### src/rtl/core/cp2u_pkg.sv
package cp2u_pkg;

  // Table geometry.
  localparam int TABLE_ENTRIES = 128;
  localparam int TBL_AW        = $clog2(TABLE_ENTRIES);
  localparam int CP_W          = 21;
  localparam int SEQ_MAX       = 4;
  localparam int SEQ_CW        = $clog2(SEQ_MAX);

  // Input action codes.
  localparam logic ACT_LOAD    = 1'b0;
  localparam logic ACT_CONVERT = 1'b1;

  // Code point range limits for each UTF-8 sequence length.
  localparam logic [CP_W-1:0] CP_MAX_1B = 21'h00007F;
  localparam logic [CP_W-1:0] CP_MAX_2B = 21'h0007FF;
  localparam logic [CP_W-1:0] CP_MAX_3B = 21'h00FFFF;
  localparam logic [CP_W-1:0] CP_MAX_4B = 21'h10FFFF;

  // Lead and continuation byte prefixes, plus substitutes.
  localparam logic [7:0] LEAD_2B   = 8'hC0;
  localparam logic [7:0] LEAD_3B   = 8'hE0;
  localparam logic [7:0] LEAD_4B   = 8'hF0;
  localparam logic [7:0] CONT_BYTE = 8'h80;
  localparam logic [7:0] SUB_NULL  = 8'h20;
  localparam logic [7:0] SUB_RANGE = 8'h7E;

  // Remaining-byte counts (bytes left minus one) per sequence length.
  localparam logic [SEQ_CW-1:0] REM_1B = 2'd0;
  localparam logic [SEQ_CW-1:0] REM_2B = 2'd1;
  localparam logic [SEQ_CW-1:0] REM_3B = 2'd2;
  localparam logic [SEQ_CW-1:0] REM_4B = 2'd3;

  typedef struct packed {
    logic            action;
    logic [TBL_AW-1:0] entry_index;
    logic [CP_W-1:0] code_point;
    logic [7:0]      data_byte;
  } in_item_t;

  typedef struct packed {
    logic [7:0] out_byte;
    logic       last;
  } out_item_t;

endpackage

### src/rtl/core/cp2u_ram.sv
// Simple dual-port RAM with one write port and one registered read port.
module cp2u_ram #(
  parameter int WIDTH = 8,
  parameter int DEPTH = 16
) (
  input  logic                     clk,
  input  logic                     wr_en,
  input  logic [$clog2(DEPTH)-1:0] wr_addr,
  input  logic [WIDTH-1:0]         wr_data,
  input  logic                     rd_en,
  input  logic [$clog2(DEPTH)-1:0] rd_addr,
  output logic [WIDTH-1:0]         rd_data
);

  logic [WIDTH-1:0] mem [DEPTH];

  // The read data holds whenever no read is issued.
  always_ff @(posedge clk) begin
    if (wr_en) begin
      mem[wr_addr] <= wr_data;
    end
    if (rd_en) begin
      rd_data <= mem[rd_addr];
    end
  end

endmodule

### src/rtl/core/codepage_to_utf8_converter.sv
// An accepted byte is registered in the lookup stage, then moves to the output serializer.
// Throughput: one output byte per cycle while out_stall is low; a convert transaction
// yields one to four bytes, set by its UTF-8 length, and a load only writes the table.
// The table lives in a 128 x 21 RAM read in the cycle a high byte is accepted.
// Reset clears the pipeline valid bits only; the table is undefined until loaded.
module codepage_to_utf8_converter import cp2u_pkg::*; (
  input  logic      clk,
  input  logic      rst_n,
  input  logic      in_valid,
  output logic      in_stall,
  input  in_item_t  in_data,
  output logic      out_valid,
  input  logic      out_stall,
  output out_item_t out_data
);

  logic              in_accept;
  logic              cvt_accept;
  logic              tbl_wr;
  logic              tbl_rd;
  logic [CP_W-1:0]   tbl_q;

  logic              s1_valid_r, s1_valid_nxt;
  logic [7:0]        s1_byte_r, s1_byte_nxt;
  logic              s1_adv;

  logic              ser_valid_r, ser_valid_nxt;
  logic [7:0]        seq_r   [SEQ_MAX];
  logic [7:0]        seq_nxt [SEQ_MAX];
  logic [SEQ_CW-1:0] rem_r, rem_nxt;
  logic              ser_free;
  logic              out_accept;

  logic [7:0]        enc_seq [SEQ_MAX];
  logic [SEQ_CW-1:0] enc_rem;
  logic [CP_W-1:0]   cp;

  // Input handshake: loads write the table, high bytes read it.
  assign in_accept  = in_valid & ~in_stall;
  assign cvt_accept = in_accept & (in_data.action == ACT_CONVERT);
  assign tbl_wr     = in_accept & (in_data.action == ACT_LOAD);
  assign tbl_rd     = cvt_accept & in_data.data_byte[7];

  cp2u_ram #(
    .WIDTH (CP_W),
    .DEPTH (TABLE_ENTRIES)
  ) u_table (
    .clk     (clk),
    .wr_en   (tbl_wr),
    .wr_addr (in_data.entry_index),
    .wr_data (in_data.code_point),
    .rd_en   (tbl_rd),
    .rd_addr (in_data.data_byte[TBL_AW-1:0]),
    .rd_data (tbl_q)
  );

  // The serializer frees up when it is empty or its last byte leaves now.
  assign out_accept = out_valid & ~out_stall;
  assign ser_free   = ~ser_valid_r | (out_accept & (rem_r == REM_1B));
  assign s1_adv     = s1_valid_r & ser_free;
  assign in_stall   = s1_valid_r & ~ser_free;

  // Lookup stage; the RAM output holds while this stage is stalled.
  always_comb begin
    s1_valid_nxt = s1_valid_r;
    s1_byte_nxt  = s1_byte_r;
    if (!s1_valid_r || s1_adv) begin
      s1_valid_nxt = cvt_accept;
      s1_byte_nxt  = in_data.data_byte;
    end
  end

  // Encode the byte or the looked-up code point into a UTF-8 sequence.
  always_comb begin
    cp = tbl_q;
    for (int i = 0; i < SEQ_MAX; i++) begin
      enc_seq[i] = CONT_BYTE;
    end
    enc_rem = REM_1B;
    if (!s1_byte_r[7]) begin
      enc_seq[0] = s1_byte_r;
    end else if (cp == '0) begin
      enc_seq[0] = SUB_NULL;
    end else if (cp <= CP_MAX_1B) begin
      enc_seq[0] = cp[7:0];
    end else if (cp <= CP_MAX_2B) begin
      enc_seq[0] = LEAD_2B | {3'b000, cp[10:6]};
      enc_seq[1] = CONT_BYTE | {2'b00, cp[5:0]};
      enc_rem    = REM_2B;
    end else if (cp <= CP_MAX_3B) begin
      enc_seq[0] = LEAD_3B | {4'b0000, cp[15:12]};
      enc_seq[1] = CONT_BYTE | {2'b00, cp[11:6]};
      enc_seq[2] = CONT_BYTE | {2'b00, cp[5:0]};
      enc_rem    = REM_3B;
    end else if (cp <= CP_MAX_4B) begin
      enc_seq[0] = LEAD_4B | {5'b00000, cp[20:18]};
      enc_seq[1] = CONT_BYTE | {2'b00, cp[17:12]};
      enc_seq[2] = CONT_BYTE | {2'b00, cp[11:6]};
      enc_seq[3] = CONT_BYTE | {2'b00, cp[5:0]};
      enc_rem    = REM_4B;
    end else begin
      enc_seq[0] = SUB_RANGE;
    end
  end

  // Output serializer: loads a whole sequence, then shifts one byte out per transaction.
  always_comb begin
    ser_valid_nxt = ser_valid_r;
    rem_nxt       = rem_r;
    for (int i = 0; i < SEQ_MAX; i++) begin
      seq_nxt[i] = seq_r[i];
    end
    if (s1_adv) begin
      ser_valid_nxt = 1'b1;
      rem_nxt       = enc_rem;
      for (int i = 0; i < SEQ_MAX; i++) begin
        seq_nxt[i] = enc_seq[i];
      end
    end else if (out_accept) begin
      if (rem_r == REM_1B) begin
        ser_valid_nxt = 1'b0;
      end else begin
        rem_nxt = rem_r - SEQ_CW'(1);
        for (int i = 0; i < SEQ_MAX - 1; i++) begin
          seq_nxt[i] = seq_r[i+1];
        end
      end
    end
  end

  // Control registers.
  always_ff @(posedge clk) begin
    if (!rst_n) begin
      s1_valid_r  <= 1'b0;
      ser_valid_r <= 1'b0;
    end else begin
      s1_valid_r  <= s1_valid_nxt;
      ser_valid_r <= ser_valid_nxt;
    end
  end

  // Payload registers.
  always_ff @(posedge clk) begin
    s1_byte_r <= s1_byte_nxt;
    rem_r     <= rem_nxt;
    for (int i = 0; i < SEQ_MAX; i++) begin
      seq_r[i] <= seq_nxt[i];
    end
  end

  assign out_valid         = ser_valid_r;
  assign out_data.out_byte = seq_r[0];
  assign out_data.last     = (rem_r == REM_1B);

  // The input side only stalls while a lookup result is waiting.
  a_stall_needs_s1: assert property (@(posedge clk) disable iff (!rst_n)
    !s1_valid_r |-> !in_stall)
    else $error("input stalled with an empty lookup stage");

  // A convert transaction always reaches the lookup stage.
  a_cvt_enters_s1: assert property (@(posedge clk) disable iff (!rst_n)
    cvt_accept |=> s1_valid_r)
    else $error("accepted convert transaction was lost");

  // A sequence never ends before its last byte is taken.
  a_seq_continues: assert property (@(posedge clk) disable iff (!rst_n)
    out_accept && !out_data.last |=> out_valid)
    else $error("UTF-8 sequence cut short");

endmodule

### config.mk
export PLATFORM = sky130hd
export DESIGN_NAME = codepage_to_utf8_converter
export DESIGN_NICKNAME = d
export VERILOG_FILES = /design/src/rtl/core/cp2u_pkg.sv /design/src/rtl/core/cp2u_ram.sv /design/src/rtl/core/codepage_to_utf8_converter.sv
export SDC_FILE = /design/constraint.sdc
export NUM_CORES = 2
export LEC_CHECK = 0
export ABC_CLOCK_PERIOD_IN_PS = 4700
export BUFFER_PORTS_ARGS = -buffer_cell sky130_fd_sc_hd__buf_2
export CAP_MARGIN = 10
export CORE_MARGIN = 5
export CORE_UTILIZATION = 44
export DETAILED_ROUTE_END_ITERATION = 7
export HOLD_SLACK_MARGIN = 0.1
export SLEW_MARGIN = 40
export SYNTH_ARGS = -nofsm -noshare
export SYNTH_HDL_FRONTEND = slang
export SYNTH_SLANG_ARGS = --single-unit
### constraint.sdc
create_clock -name clk -period 4.7 [get_ports clk]
set_input_delay 0.94 -clock clk [delete_from_list [all_inputs] [get_ports clk]]
set_output_delay 0.94 -clock clk [all_outputs]
set_load 0.05 [all_outputs]
==> flow_metrics.env <==
export IMPL_status="completed"
export IMPL_gp_routability_congestion=0.826
export IMPL_drive_gt1_share_pct=37.0
export IMPL_fin_tns_setup_ns=0
export IMPL_cts_tree="done"
export IMPL_num_io_pins=52
export IMPL_synth_warning_count=0
export IMPL_max_stage_delay_ns=0.40
export IMPL_cp_top_family="buffers and inverters"
export IMPL_final_area_um2=121000
export IMPL_skew_ns=0.0539
export IMPL_die_area_um2=248000
export IMPL_syn_cell_area_um2=105000
export IMPL_placed_cell_area_um2=112000
export IMPL_grt_total_usage_pct=22.1
export IMPL_finalSetupViolations=0
export IMPL_syn_inst=4183
export IMPL_end_kind="output port"
export IMPL_drc=0
export IMPL_synth_area_leaders="edfxtp_1 79%, mux4_2 19%, nor2_1 0.54%, clkbuf_1 0.46%, buf_2 0.30%"
export IMPL_finalWirelength_mm=276
export IMPL_crit_path_cell_trace="inv_1, ha_1, inv_1, o21a_1, nand2_1, buf_4, inv_1, buf_2"
export IMPL_ys_flop_type="edfxtp_1"
export IMPL_grt_first_pass_wirelength_mm=388
export IMPL_avgRoutedWirePerCell_um=34.4
export IMPL_area_delta_synth_final_pct=15.2
export IMPL_final_antenna_net_count=0
export IMPL_grt_overflow=0
export IMPL_final_util_pct=50.9
export IMPL_critPathLaunchType="flop"
export IMPL_leakage_nw=37.4
export IMPL_hold_ws_ns=0.374
export IMPL_core_area_um2=238000
export IMPL_yosysTopAreaCellShare_pct=78.5
export IMPL_cts_sinks=2747
export IMPL_layout_nets=4688
export IMPL_drt_first_pass_iters=5
export IMPL_cts_hold_buf=0
export IMPL_cap_violations=0
export IMPL_hold_violations=0
export IMPL_htree_levels=5
export IMPL_cts_buffer_depth=4
export IMPL_antenna_found_initial=31
export IMPL_synthesis_nets=4225
export IMPL_grt_start_max_net_pins=98
export IMPL_power_mw=51.2
export IMPL_die_height_um=498
export IMPL_cp_slowest_cell="edfxtp_1"
export IMPL_fin_crit_sh_pct=76.8
export IMPL_place_hpwl_mm=164
export IMPL_criticalPathCategory="reg2out"
export IMPL_die_w_um=498
export IMPL_critical_path_arrival_ns=2.67
export IMPL_critical_path_required_ns=3.76
export IMPL_worst_pin_slew_ns=0.887
export IMPL_drt_iter0_drc=6598
export IMPL_initial_core_util_pct=44.2
export IMPL_cp_max_fo=12
export IMPL_powerDensity_nw_per_um2=423
export IMPL_netlist_cell_type_count=42
export IMPL_postCtsSetupBuffers=0
export IMPL_clk_pin_slew_ns=0.06
export IMPL_clk_latency_ns=0.93
export IMPL_grt_pass1_vias=49300
export IMPL_cts_made_buffers=296
export IMPL_postCtsResizedCells=0
export IMPL_syn_area_per_cell_um2=25.1
export IMPL_relSlewSlack_pct=40.9
export IMPL_period_needed_ns=3.61
export IMPL_via_count=48900
export IMPL_fmax_mhz=277
export IMPL_io_buffers=51
export IMPL_ff_latch_area_um2=82500
export IMPL_rows=179
export IMPL_cpMostUsedCell="inv_1"
export IMPL_multiInputGateArea_um2=21900
export IMPL_async_reset_ff_share_pct=0
export IMPL_hold_class="in2reg"
export IMPL_report_final_slew_viol_count=0
export IMPL_yosys_area_top_type="edfxtp_1"
export IMPL_cts_root_buf="clkbuf_16"
export IMPL_synth_most_common_cell="edfxtp_1"
export IMPL_synth_seq_cells=2747
export IMPL_peakVddDrop_uv=321
export IMPL_rsz0062_at_grt="false"
export IMPL_yosysSeqAreaShare_pct=78.6
export IMPL_fillers=18300
export IMPL_netlist_top_cells_count="2745 x edfxtp_1, 882 x mux4_2, 150 x nor2_1"
export IMPL_via_per_inst=6.10
export IMPL_synth_edff_count=2745
export IMPL_crit_buf_inv=5
cell families (layout without fill, tap and decap cells):
| family | count (synthesis) | in the layout | synth area share (%) |
|---|---|---|---|
| DFF | 2747 | 2747 | 78.6 |
| buffers and inverters | 228 | 892 | 0.933 |
| adders and majority gates | 1 | 1 | 0.0119 |
| AOI/OAI and AO/OA | 66 | 66 | 0.373 |
| muxes | 905 | 905 | 19.2 |
| and+or+nand+nor | 236 | 236 | 0.956 |
| other | 0 | 10 | 0 |
power by group:
| part | switching (mW) | leakage, nW | internal (mW) |
|---|---|---|---|
| combinational | 1.58 | 8.38 | 1.03 |
| sequential | 0.0367 | 24.7 | 27.0 |
| clock | 9.05 | 4.28 | 12.4 |
| total | 10.7 | 37.4 | 40.5 |
metrics by stage:
step | cells | setup WS [ns]
floorplan | 4183 | 0.882
finish | 8024 | 1.09
global route | 8016 | 0.955
detailed placement | 7513 | 0.366
CTS | 8012 | 1.03
global placement | 7512 | 0.369
sequential cells by signal, summed over array words and instances (netlist names):
| register | cells |
|---|---|
| out_valid | 1 |
| rem_r | 2 |
| u_table.mem | 2688 |
| s1_byte_r | 8 |
| seq_r | 26 |
| s1_valid_r | 1 |
| u_table.rd_data | 21 |
worst paths after layout:
check | startpoint | to | slack [ns] | cells after the start
hold / removal | rst_n | out_valid | 0.37 | 2
hold reg to reg | seq_r[2][5] | seq_r[1][5] | 0.53 | 2
setup reg to reg | rem_r[0] | u_table.mem[40][9] | 1.18 | 11
setup / recovery | rem_r[0] | in_stall | 1.09 | 8
per-layer routing:
layer	vias up	wire (um)	track usage (%)
met4	4	7280	5.91
met2	2245	132000	34.5
met3	390	22100	4.01
li1	19200	-	-
met5	-	27	0
met1	27100	115000	32.6
area by class of cell:
| type | count | share of cell area [%] |
|---|---|---|
| sequential | 2747 | 68.2 |
| multi-input combinational | 1208 | 18.1 |
| clock buffer | 361 | 6.38 |
| tap | 3167 | 3.28 |
| timing repair buffer | 385 | 3.11 |
| clock inverter | 138 | 0.876 |
| inverter | 8 | 0.0248 |
| antenna | 10 | 0.0207 |
cells in the final DEF (no fill, tap or decap), types with 22 or more instances in the layout:
cell and count:
buf_12 62, clkbuf_16 299, buf_4 275, nor2_2 128
buf_2 24, edfxtp_1 2745, clkbuf_1 62, mux4_2 882
clkinv_2 40, nor2_1 22, o21ai_0 26, nand2_1 39
clkinv_1 65
Power figures use the tool's default switching activity.
